`src/rtl/gcp_pkg.sv`:
```
// Shared types, constants and row shaping function for the glyph centering block.
package gcp_pkg;

    localparam int MAX_CELL  = 64;
    localparam int ROW_W     = 64;
    localparam int DIM_W     = 7;
    localparam int OFF_W     = 6;
    localparam int NUM_W     = 6;
    localparam int CFG_IDX_W = 2;

    localparam logic [CFG_IDX_W-1:0] REG_GLYPH_WIDTH  = 2'd0;
    localparam logic [CFG_IDX_W-1:0] REG_GLYPH_HEIGHT = 2'd1;
    localparam logic [CFG_IDX_W-1:0] REG_CELL_SIZE    = 2'd2;

    localparam logic [DIM_W-1:0] DIM_RESET = 7'd32;
    localparam logic [DIM_W-1:0] DIM_MAX   = 7'd64;
    localparam logic [DIM_W-1:0] CELL_MAX  = DIM_W'(MAX_CELL);

    // Clamped cell geometry, derived from the configuration registers.
    typedef struct packed {
        logic [DIM_W-1:0] width;
        logic [DIM_W-1:0] height;
        logic [DIM_W-1:0] size;
        logic [OFF_W-1:0] xoff;
        logic [OFF_W-1:0] yup;
    } geom_t;

    // One result row as produced by the sequencer.
    typedef struct packed {
        logic             valid;
        logic [ROW_W-1:0] row;
        logic [NUM_W-1:0] num;
        logic             last;
        logic             done;
    } emit_t;

    // Keep the top n bits of a row, n in 1..64 (a shift by 64 yields zero).
    function automatic logic [ROW_W-1:0] top_mask(input logic [DIM_W-1:0] n);
        top_mask = ~({ROW_W{1'b1}} >> n);
    endfunction

    // Crop to glyph width, move right by the left offset, crop to cell width.
    function automatic logic [ROW_W-1:0] shape_row(input logic [ROW_W-1:0] glyph,
                                                   input geom_t            g);
        shape_row = ((glyph & top_mask(g.width)) >> g.xoff) & top_mask(g.size);
    endfunction

endpackage

```
`src/rtl/gcp_cfg.sv`:
```
// Configuration registers and clamped cell geometry.
module gcp_cfg (
    input  logic                             aclk,
    input  logic                             aresetn,
    input  logic                             cfg_we,
    input  logic [gcp_pkg::CFG_IDX_W-1:0]    cfg_index,
    input  logic [gcp_pkg::DIM_W-1:0]        cfg_wdata,
    output gcp_pkg::geom_t                   geom,
    output logic                             cfg_clear
);

    logic [gcp_pkg::DIM_W-1:0] width_reg;
    logic [gcp_pkg::DIM_W-1:0] height_reg;
    logic [gcp_pkg::DIM_W-1:0] size_reg;
    logic [gcp_pkg::DIM_W-1:0] w_c;
    logic [gcp_pkg::DIM_W-1:0] h_c;
    logic [gcp_pkg::DIM_W-1:0] s_c;
    logic [gcp_pkg::DIM_W-1:0] xdiff;
    logic [gcp_pkg::DIM_W-1:0] ydiff;

    always_ff @(posedge aclk) begin
        if (!aresetn) begin
            width_reg  <= gcp_pkg::DIM_RESET;
            height_reg <= gcp_pkg::DIM_RESET;
            size_reg   <= gcp_pkg::DIM_RESET;
        end else if (cfg_we) begin
            unique case (cfg_index)
                gcp_pkg::REG_GLYPH_WIDTH:  width_reg  <= cfg_wdata;
                gcp_pkg::REG_GLYPH_HEIGHT: height_reg <= cfg_wdata;
                gcp_pkg::REG_CELL_SIZE:    size_reg   <= cfg_wdata;
                default: ;
            endcase
        end
    end

    // Any write to a known register restarts the cell.
    assign cfg_clear = cfg_we && (cfg_index == gcp_pkg::REG_GLYPH_WIDTH ||
                                  cfg_index == gcp_pkg::REG_GLYPH_HEIGHT ||
                                  cfg_index == gcp_pkg::REG_CELL_SIZE);

    always_comb begin
        w_c = (width_reg == '0) ? gcp_pkg::DIM_W'(1) :
              (width_reg > gcp_pkg::DIM_MAX) ? gcp_pkg::DIM_MAX : width_reg;
        h_c = (height_reg == '0) ? gcp_pkg::DIM_W'(1) :
              (height_reg > gcp_pkg::DIM_MAX) ? gcp_pkg::DIM_MAX : height_reg;
        s_c = (size_reg == '0) ? gcp_pkg::DIM_W'(1) :
              (size_reg > gcp_pkg::CELL_MAX) ? gcp_pkg::CELL_MAX : size_reg;
        xdiff = (s_c > w_c) ? (s_c - w_c) : '0;
        ydiff = (s_c > h_c) ? (s_c - h_c) : '0;
        geom.width  = w_c;
        geom.height = h_c;
        geom.size   = s_c;
        geom.xoff   = xdiff[gcp_pkg::DIM_W-1:1];
        geom.yup    = ydiff[gcp_pkg::DIM_W-1:1];
    end

endmodule

```
`src/rtl/gcp_seq.sv`:
```
// Input holding register and row sequencer: top padding, glyph row, bottom padding.
module gcp_seq (
    input  logic                          aclk,
    input  logic                          aresetn,
    input  logic                          s_tvalid,
    output logic                          s_tready,
    input  logic [gcp_pkg::ROW_W-1:0]     s_tdata,
    input  gcp_pkg::geom_t                geom,
    input  logic                          cfg_clear,
    input  logic                          out_free,
    output gcp_pkg::emit_t                emit
);

    logic                          work_valid_reg;
    logic                          work_valid_next;
    logic [gcp_pkg::ROW_W-1:0]     glyph_reg;
    logic                          sent_reg;
    logic                          sent_next;
    logic [gcp_pkg::DIM_W-1:0]     cnt_reg;
    logic [gcp_pkg::DIM_W-1:0]     cnt_next;
    logic [gcp_pkg::DIM_W-1:0]     taken_reg;
    logic [gcp_pkg::DIM_W-1:0]     taken_next;

    logic [gcp_pkg::DIM_W-1:0]     cnt_inc;
    logic [gcp_pkg::DIM_W-1:0]     taken_inc;
    logic                          last_glyph_row;
    logic                          top_phase;
    logic                          emit_any;
    logic                          item_done;
    logic                          step;
    logic [gcp_pkg::ROW_W-1:0]     row_val;

    assign cnt_inc        = cnt_reg + gcp_pkg::DIM_W'(1);
    assign taken_inc      = taken_reg + gcp_pkg::DIM_W'(1);
    assign last_glyph_row = taken_inc >= geom.height;
    assign top_phase      = !sent_reg && (taken_reg == '0) &&
                            (cnt_reg < {1'b0, geom.yup});

    always_comb begin
        if (top_phase) begin
            emit_any  = 1'b1;
            row_val   = '0;
            item_done = 1'b0;
        end else if (!sent_reg) begin
            // Glyph row; drop it when the cell is already full.
            emit_any  = cnt_reg < geom.size;
            row_val   = gcp_pkg::shape_row(glyph_reg, geom);
            item_done = !last_glyph_row || (cnt_inc >= geom.size);
        end else begin
            emit_any  = 1'b1;
            row_val   = '0;
            item_done = cnt_inc >= geom.size;
        end
    end

    assign step     = work_valid_reg && (out_free || !emit_any);
    assign s_tready = !work_valid_reg || (step && item_done);

    always_comb begin
        emit.valid = step && emit_any;
        emit.row   = row_val;
        emit.num   = cnt_reg[gcp_pkg::NUM_W-1:0];
        emit.last  = item_done;
        emit.done  = cnt_inc == geom.size;
    end

    always_comb begin
        sent_next       = sent_reg;
        cnt_next        = cnt_reg;
        taken_next      = taken_reg;
        work_valid_next = work_valid_reg;
        if (step) begin
            if (emit_any) begin
                cnt_next = cnt_inc;
            end
            if (item_done) begin
                sent_next       = 1'b0;
                work_valid_next = 1'b0;
                if (last_glyph_row) begin
                    cnt_next   = '0;
                    taken_next = '0;
                end else begin
                    taken_next = taken_inc;
                end
            end else if (!top_phase) begin
                sent_next = 1'b1;
            end
        end
        if (s_tvalid && s_tready) begin
            work_valid_next = 1'b1;
        end
        if (cfg_clear) begin
            sent_next  = 1'b0;
            cnt_next   = '0;
            taken_next = '0;
        end
    end

    always_ff @(posedge aclk) begin
        if (!aresetn) begin
            work_valid_reg <= 1'b0;
            sent_reg       <= 1'b0;
            cnt_reg        <= '0;
            taken_reg      <= '0;
        end else begin
            work_valid_reg <= work_valid_next;
            sent_reg       <= sent_next;
            cnt_reg        <= cnt_next;
            taken_reg      <= taken_next;
        end
    end

    always_ff @(posedge aclk) begin
        if (s_tvalid && s_tready) begin
            glyph_reg <= s_tdata;
        end
    end

endmodule

```
`src/rtl/glyph_center_pad_repack_unit.sv`:
```
// Top level of the glyph centering and padding block.
//
// Usage:
//   Input stream (s_*): one glyph row per transfer, left-justified, bit 63 is
//   the leftmost pixel. Output stream (m_*): one cell row per transfer, the
//   glyph centered horizontally in a square cell, unused low bits zero.
//   m_tuser carries the row index within the cell and a flag on the cell's
//   final row; m_tlast marks the last row caused by one input transfer.
//   Before a glyph's first row, floor((size-height)/2) zero rows go out; after
//   its last row, zero rows complete the cell. Rows that fall past the cell
//   are dropped, so an input transfer can cause no output at all.
//   Each input row passes through the holding register, then the output
//   register. Throughput: one input row per cycle while no padding is due
//   and the output is not stalled; the input holds off for each padding row.
//   Configuration: write cfg_wdata to register cfg_index while the block is
//   idle; any write to a known register restarts the cell. Reset sets all
//   sizes to 32, clears the counters and empties both registers.
//   Stall: when m_tready is low the output row holds and the sequencer stops;
//   the input still takes a row into the holding register if it is empty.
module glyph_center_pad_repack_unit (
    input  logic                              aclk,
    input  logic                              aresetn,
    // Input stream
    input  logic                              s_tvalid,
    output logic                              s_tready,
    input  logic [63:0]                       s_tdata,   // [63:0] glyph_row
    // Output stream
    output logic                              m_tvalid,
    input  logic                              m_tready,
    output logic [63:0]                       m_tdata,   // [63:0] cell_row
    output logic [6:0]                        m_tuser,   // [5:0] row_number, [6] cell_done
    output logic                              m_tlast,   // run_last
    // Configuration write port
    input  logic                              cfg_we,
    input  logic [gcp_pkg::CFG_IDX_W-1:0]     cfg_index,
    input  logic [gcp_pkg::DIM_W-1:0]         cfg_wdata
);

    gcp_pkg::geom_t                geom;
    gcp_pkg::emit_t                emit;
    logic                          cfg_clear;
    logic                          out_free;

    logic                          out_valid_reg;
    logic [gcp_pkg::ROW_W-1:0]     out_row_reg;
    logic [gcp_pkg::NUM_W-1:0]     out_num_reg;
    logic                          out_last_reg;
    logic                          out_done_reg;

    gcp_cfg u_cfg (
        .aclk      (aclk),
        .aresetn   (aresetn),
        .cfg_we    (cfg_we),
        .cfg_index (cfg_index),
        .cfg_wdata (cfg_wdata),
        .geom      (geom),
        .cfg_clear (cfg_clear)
    );

    gcp_seq u_seq (
        .aclk      (aclk),
        .aresetn   (aresetn),
        .s_tvalid  (s_tvalid),
        .s_tready  (s_tready),
        .s_tdata   (s_tdata),
        .geom      (geom),
        .cfg_clear (cfg_clear),
        .out_free  (out_free),
        .emit      (emit)
    );

    // The output register takes a new row when empty or being drained.
    assign out_free = !out_valid_reg || m_tready;

    always_ff @(posedge aclk) begin
        if (!aresetn) begin
            out_valid_reg <= 1'b0;
        end else if (emit.valid) begin
            out_valid_reg <= 1'b1;
        end else if (m_tready) begin
            out_valid_reg <= 1'b0;
        end
    end

    // Load payload only on a new row; hold it during a stall.
    always_ff @(posedge aclk) begin
        if (emit.valid) begin
            out_row_reg  <= emit.row;
            out_num_reg  <= emit.num;
            out_last_reg <= emit.last;
            out_done_reg <= emit.done;
        end
    end

    assign m_tvalid = out_valid_reg;
    assign m_tdata  = out_row_reg;
    assign m_tuser  = {out_done_reg, out_num_reg};
    assign m_tlast  = out_last_reg;

endmodule

```
`config.mk`:
```
export PLATFORM = sky130hd
export DESIGN_NAME = glyph_center_pad_repack_unit
export DESIGN_NICKNAME = d
export VERILOG_FILES = /design/src/rtl/gcp_pkg.sv /design/src/rtl/gcp_cfg.sv /design/src/rtl/gcp_seq.sv /design/src/rtl/glyph_center_pad_repack_unit.sv
export SDC_FILE = /design/constraint.sdc
export NUM_CORES = 1
export LEC_CHECK = 0
export ABC_AREA = 1
export BUFFER_PORTS_ARGS = -buffer_cell sky130_fd_sc_hd__buf_4
export CAP_MARGIN = 40
export CORE_AREA = 2 2 107 213
export DETAILED_ROUTE_END_ITERATION = 10
export DIE_AREA = 0 0 109 215
export PLACE_DENSITY_LB_ADDON = 0.15
export SYNTH_ARGS = -nofsm -noshare
export SYNTH_HDL_FRONTEND = slang
export SYNTH_SLANG_ARGS = --single-unit
```
`constraint.sdc`:
```
create_clock -name aclk -period 13.25 [get_ports aclk]
set_clock_uncertainty 0.2 [all_clocks]
set_input_delay 0.6625 -clock aclk [delete_from_list [all_inputs] [get_ports aclk]]
set_output_delay 0.6625 -clock aclk [all_outputs]
set_load 0.03 [all_outputs]
```
## Word-level counts from Yosys, hierarchy flattened

Cells that the tools add are included.

- $add $sub $neg: 4
- Order comparisons: 9
- Equal/unequal tests: 4
- Shifts and indexed selects: 3
- Mux-type cells: 23
- Bitwise logic cells: 5
- Reductions and logical operators: 34

Operators with widths:

| operator | number |
|---|---|
| bitwise AND 64 bit | 2 |
| inverter 64 bit | 2 |
| right shift 64 x 7 -> 64 bit, first input constant | 2 |
| two-way mux 7 bit | 12 |
| right shift 64 x 6 -> 64 bit | 1 |
| logical NOT 7 bit | 4 |
| > comparator 7 bit, second input constant | 3 |
| adder 7 x 1 -> 7 bit, second input constant | 2 |
| greater-or-equal comparator 7 bit | 2 |
| > comparator 7 bit | 2 |
| subtractor 7 bit | 2 |
| AND reduction 2 bit | 6 |
| two-way mux 1 bit | 11 |
| equality test 7 bit | 1 |
| logical AND 1 bit | 7 |
| < comparator 7 x 6 -> 1 bit | 1 |
| < comparator 7 bit | 1 |
| logical OR 1 bit | 6 |
| nonzero test 2 bit | 3 |
| logical NOT 1 bit | 5 |
| OR reduction 2 bit | 2 |
| equality test 2 x 1 -> 1 bit, second input constant | 1 |
| equality test 2 bit, second input constant | 1 |
| logical NOT 2 bit | 1 |
| other kinds (2) | 2 |

- Bits in registers: 174
- Input port bits: 78
- Output and inout bits: 74
- Logic and storage cells: 95

## Logic depth before layout (Yosys ltp)

- Depth in word-level cells: 16
- Gate-level depth with buffers: 27
- Depth with buffers taken out: 26

## By module

From an unflattened synthesis, not the netlist that was laid out.

- Cell total of the unflattened synthesis: 1887
- Area, all modules: 13145.1 sq um

Modules (own cells, without submodules):

| module | instances | cells each | area an instance (sq um) | sequential area each (sq um) |
|---|---|---|---|---|
| gcp_seq | 1 | 1528 | 9216.3 | 2242.2 |
| glyph_center_pad_repack_unit | 1 | 79 | 2215.9 | 2182.1 |
| gcp_cfg | 1 | 280 | 1712.9 | 420.4 |

## Worst setup path before layout

Ideal clock, no wire load.

- Kind: reg2reg
- Start: register u_cfg.size_reg[6] in the netlist's numbering
- End: register u_seq.glyph_reg[0] in the netlist's numbering, enable pin
- Setup time: 0.507 ns
- Data arrival time: 6.294 ns
- Data required time: 12.543 ns
- Path slack: 6.249 ns
- Stages on the path, launching flop included: 20
- Buffers on the path: 1
- Clock period less this slack: 7.001 ns
- Cells stage by stage: dfxtp_1 inv_1 buf_2 a21oi_1 ha_1 inv_1 fa_1 a21oi_1 o21bai_1 a21oi_1 a21oi_1 or2_2 nand3_1 ha_1 nand2_1 nor2_1 nand2_2 nand3_2 o2111ai_2 a21oi_1

- Longest elaborated chain between the ends: 14
- Elaborated cells between the ends (all ways): 22
- Those cells by class: 1 x add/sub; 5 x order compare; 7 x mux; 9 x reduce/logical

Ends and longest elaborated chain:

| element | RTL line | source |
|---|---|---|
| start, declared | gcp_cfg.sv:14 | `logic [gcp_pkg::DIM_W-1:0] size_reg;` |
| start signal, assigned | gcp_cfg.sv:25 | `size_reg <= gcp_pkg::DIM_RESET;` |
| start signal, assigned | gcp_cfg.sv:30 | `gcp_pkg::REG_CELL_SIZE: size_reg <= cfg_wdata;` |
| > comparator 7 bit | gcp_cfg.sv:47 | `(size_reg > gcp_pkg::CELL_MAX) ? gcp_pkg::CELL_MAX : size_reg;` |
| two-way mux 7 bit | gcp_cfg.sv:47 |  |
| two-way mux 7 bit * | gcp_cfg.sv:46 | `s_c = (size_reg == '0) ? gcp_pkg::DIM_W'(1) :` |
| subtractor 7 bit / > comparator 7 bit (equally long branches) | gcp_cfg.sv:49 | `ydiff = (s_c > h_c) ? (s_c - h_c) : '0;` |
| two-way mux 7 bit | gcp_cfg.sv:49 |  |
| < comparator 7 x 6 -> 1 bit | gcp_seq.sv:37 | `(cnt_reg < {1'b0, geom.yup});` |
| logical AND 1 bit | gcp_seq.sv:36 | `assign top_phase = !sent_reg && (taken_reg == '0) &&` |
| two-way mux 1 bit | gcp_seq.sv:40 | `if (top_phase) begin` |
| logical NOT 1 bit | gcp_seq.sv:56 | `assign step = work_valid_reg && (out_free \|\| !emit_any);` |
| logical OR 1 bit | gcp_seq.sv:56 |  |
| logical AND 1 bit | gcp_seq.sv:56 |  |
| logical AND 1 bit * | gcp_seq.sv:57 | `assign s_tready = !work_valid_reg \|\| (step && item_done);` |
| logical OR 1 bit * | gcp_seq.sv:57 |  |
| logical AND 1 bit * | gcp_seq.sv:114 | `if (s_tvalid && s_tready) begin` |
| end signal, assigned | gcp_seq.sv:115 | `glyph_reg <= s_tdata;` |
| end, declared | gcp_seq.sv:16 | `logic [gcp_pkg::ROW_W-1:0] glyph_reg;` |

Mark *: on every way between the ends. The rest lies on a longest branch, timed or not.
A chain may end at the register's enable or synchronous reset.

## Final worst setup path

- Start: register u_cfg.size_reg[6] in the netlist's numbering
- End: output port s_tready

- Longest elaborated chain between the ends: 13
- Elaborated cells between the ends (all ways): 21
- Those cells by class: 1 x add/sub; 5 x order compare; 7 x mux; 8 x reduce/logical

Ends and longest elaborated chain:

| element | RTL line | source |
|---|---|---|
| > comparator 7 bit | gcp_cfg.sv:47 |  |
| two-way mux 7 bit | gcp_cfg.sv:47 |  |
| two-way mux 7 bit * | gcp_cfg.sv:46 |  |
| subtractor 7 bit / > comparator 7 bit (equally long branches) | gcp_cfg.sv:49 |  |
| two-way mux 7 bit | gcp_cfg.sv:49 |  |
| < comparator 7 x 6 -> 1 bit | gcp_seq.sv:37 |  |
| logical AND 1 bit | gcp_seq.sv:36 |  |
| two-way mux 1 bit | gcp_seq.sv:40 |  |
| logical NOT 1 bit | gcp_seq.sv:56 |  |
| logical OR 1 bit | gcp_seq.sv:56 |  |
| logical AND 1 bit | gcp_seq.sv:56 |  |
| logical AND 1 bit * | gcp_seq.sv:57 |  |
| logical OR 1 bit * | gcp_seq.sv:57 |  |
| end, declared | glyph_center_pad_repack_unit.sv:25 | `output logic s_tready,` |

Marked as above.

==> metrics.txt <==
Placement Cell Area 14,200 µm²; highest net fanout along the worst path 20; sequential power share 0.263; Multi-input gate area 7190 µm²; drt wl/cell 20.2 µm; Final nets 2,038; max cap viols 0; Total Wirelength 44,600 µm; Die Wd 109 µm; final core occ 0.678; Final Critical Period 6400 ps; Post-synth EDFFs 136; status finished, final reports clean; Post-synth ARST share 0; IO buf count 151; post-route cell area 14,800 µm²; synthesized area 13,100 µm²; list of most frequent post-synthesis cells 468 x nand2_1, 360 x nand3_1, 136 x edfxtp_1, 136 x nor2_1, 122 x inv_1; clock buffer depth 2; Synth Register Bits 174; sequential share of the synthesized area 0.370; # fillers 1,970; first-pass detailed-route iteration total 7; gpl congestion 1.00; Avg Cell Area, Syn 7.18 µm²; Clock Sinks 174; Vias 13,600; switching pwr 1.68 mW; CTS root buffer clkbuf_16; H-tree levels 4; clk_lat worst skew 470 ps; post-synth top area share 0.312; Cells after Synth 1,824; largest cells by area after synthesis edfxtp_1 31%, nand3_1 14%, nand2_1 13%; WS Path Type flop to output pin; Synth Flop Type edfxtp_1; cell row count 77; vias in the first global route 12,500; CTS tree built; Netlist cell types 56; Critical Path RT 12,390 ps; pin count of the biggest net entering global routing 69; area delta synth->final 13.3%; Global Route Usage Sum 0.382; Setup Total Neg Slack 0 ps; clk slew on worst S/H paths 80 ps; class of the worst hold path input port to flop; initial detailed-routing violation count 2,008; Leakage Power 6.74 nW; most frequent cell after synthesis nand2_1; Final ANT Viol Nets 0; Fin. Hold Viols 0; Finish-stage setup viols 0; share of cells above drive strength 1 0.135; Mapped Nets 1,947; Worst Path Arrival 5530 ps; drt via density 6.18; PostCTS Resize Cnt 0; antenna cell count 0; Switching Share 0.500; initial antenna violation count 0; DR DRC count 0; clock buffer count from CTS 17; Setup crit start kind flop; core area 21,900 µm²; global-route wire length before repair 67,800 µm; Die ar. 23,400 µm²; CP Capture Type output pin; cell taking the most area after synthesis edfxtp_1; YS warnings 0; Sequential Area 4840 µm²; PwrDens 226 nW/µm²; Pins Over Slew Limit 0; worst vdd ir 0.179 mV; Slew @ Worst Pin 922 ps; cts hold-fix bufs 0; Worst slew margin 0.384; Final Cycle Share 0.483; RSZ-0062 raised after global routing false; Overflow after GRT 0; f_max 156 MHz; io pins 152; Post-CTS Setup Inserts 0; Logic pwr share 0.571; internal cell power 1.68 mW; starting density of the core 0.598; Die Ht 215 µm; post-DP HPWL 33,500 µm; clock power share 0.166
-- metal layers --
layer / track usage / wire (µm)
met5: 0 / 0
met4: 0.213 / 2890
met3: 0.0646 / 3940
met2: 0.596 / 21000
met1: 0.495 / 16700
-- kinds of logic (layout without fill, tap and decap cells) --
logic type | Yosys count | in the layout | synth area share
XOR/XNOR | 12 | 12 | 0.00803
buffers and inverters | 237 | 341 | 0.0826
flip-flops | 174 | 174 | 0.370
adder cells (fa/ha/maj) | 45 | 45 | 0.0442
AO/OA/AOI/OAI | 280 | 280 | 0.124
AND/OR/NAND/NOR | 1075 | 1075 | 0.371
multiplexers | 1 | 1 | 0.000765
-- critical path, stage by stage, from the launching register on --
cell       delay [ps]
dfxtp_1           780
inv_1             520
nand2_1           370
inv_1             230
ha_1              450
nand2_1           110
nor3_1            210
nor2_1            100
o21ai_1           130
nand2_1            70
a21boi_0          430
o21ai_0           220
ha_1              330
nand2_1            50
inv_1              40
nand2_1            40
nand2_1            70
nand2_2            80
nand3_2           110
o2111ai_2         330
nand2_1           210
buf_4             180
-- layout by cell type, fill, tap and decap left out, types with 4 or more instances in the layout --
cell | synthesis | final
o21ai_0 | 77 | 77
nand3_2 | 4 | 5
inv_1 | 122 | 121
nand3_1 | 360 | 359
inv_2 | 15 | 16
dfxtp_1 | 38 | 38
a211oi_1 | 13 | 13
ha_1 | 43 | 43
buf_4 | 12 | 163
o211ai_1 | 23 | 23
edfxtp_1 | 136 | 136
a21boi_1 | 5 | 5
nor2_2 | 9 | 9
nor3_1 | 12 | 12
clkbuf_16 | 0 | 17
clkinv_1 | 4 | 4
and3_1 | 4 | 4
o21ai_1 | 43 | 43
bufinv_16 | 0 | 4
nor2_4 | 5 | 6
or2_1 | 20 | 20
nor2_1 | 136 | 135
a31oi_1 | 5 | 5
nand4_1 | 32 | 32
xor2_1 | 12 | 12
nand2_1 | 468 | 468
a21oi_1 | 96 | 95
nand2_2 | 7 | 7
-- power groups by stage --
stage | registers (mW) | logic (mW) | clock network (mW)
after CTS | 0.882 | 1.88 | 0.559
final | 0.883 | 1.92 | 0.556
after global routing | 0.894 | 2.08 | 0.576
after floorplan | 1.03 | 1.19 | 0
after global placement | 0.893 | 1.84 | 0
after detailed placement | 0.892 | 1.87 | 0
-- metrics by stage --
step | hold WS, ps | total power [mW] | std cells | setup WS [ps]
after floorplan | 279 | 2.22 | 1824 | 6250
after CTS | 161 | 3.32 | 2204 | 6980
after detailed placement | 297 | 2.76 | 2172 | 7260
after global routing | 170 | 3.55 | 2204 | 6510
after global placement | 294 | 2.73 | 2170 | 7510
final | 166 | 3.35 | 2204 | 6850
-- final timing paths --
path | start | end | slack, ps | cells past startpoint
setup / recovery | u_cfg.size_reg[6]$_SDFFE_PN0P_ | s_tready | 6850 | 21
hold / removal | s_tdata[3] | u_seq.glyph_reg[3]$_DFFE_PP_ | 170 | 1
setup reg to reg | u_cfg.size_reg[6]$_SDFFE_PN0P_ | u_seq.glyph_reg[8]$_DFFE_PP_ | 7040 | 21
hold reg to reg | u_cfg.height_reg[3]$_SDFFE_PN0P_ | u_cfg.height_reg[3]$_SDFFE_PN0P_ | 310 | 2
-- layout make-up --
cell class              count  area share
multi-input cells        1413       0.485
flip-flops and latches    174       0.327
repair buffers            165      0.0852
inverters                 144      0.0370
clock buffers              19      0.0292
well taps                 276      0.0233
clock inverters            13      0.0137
Power figures use the tool's default switching activity.
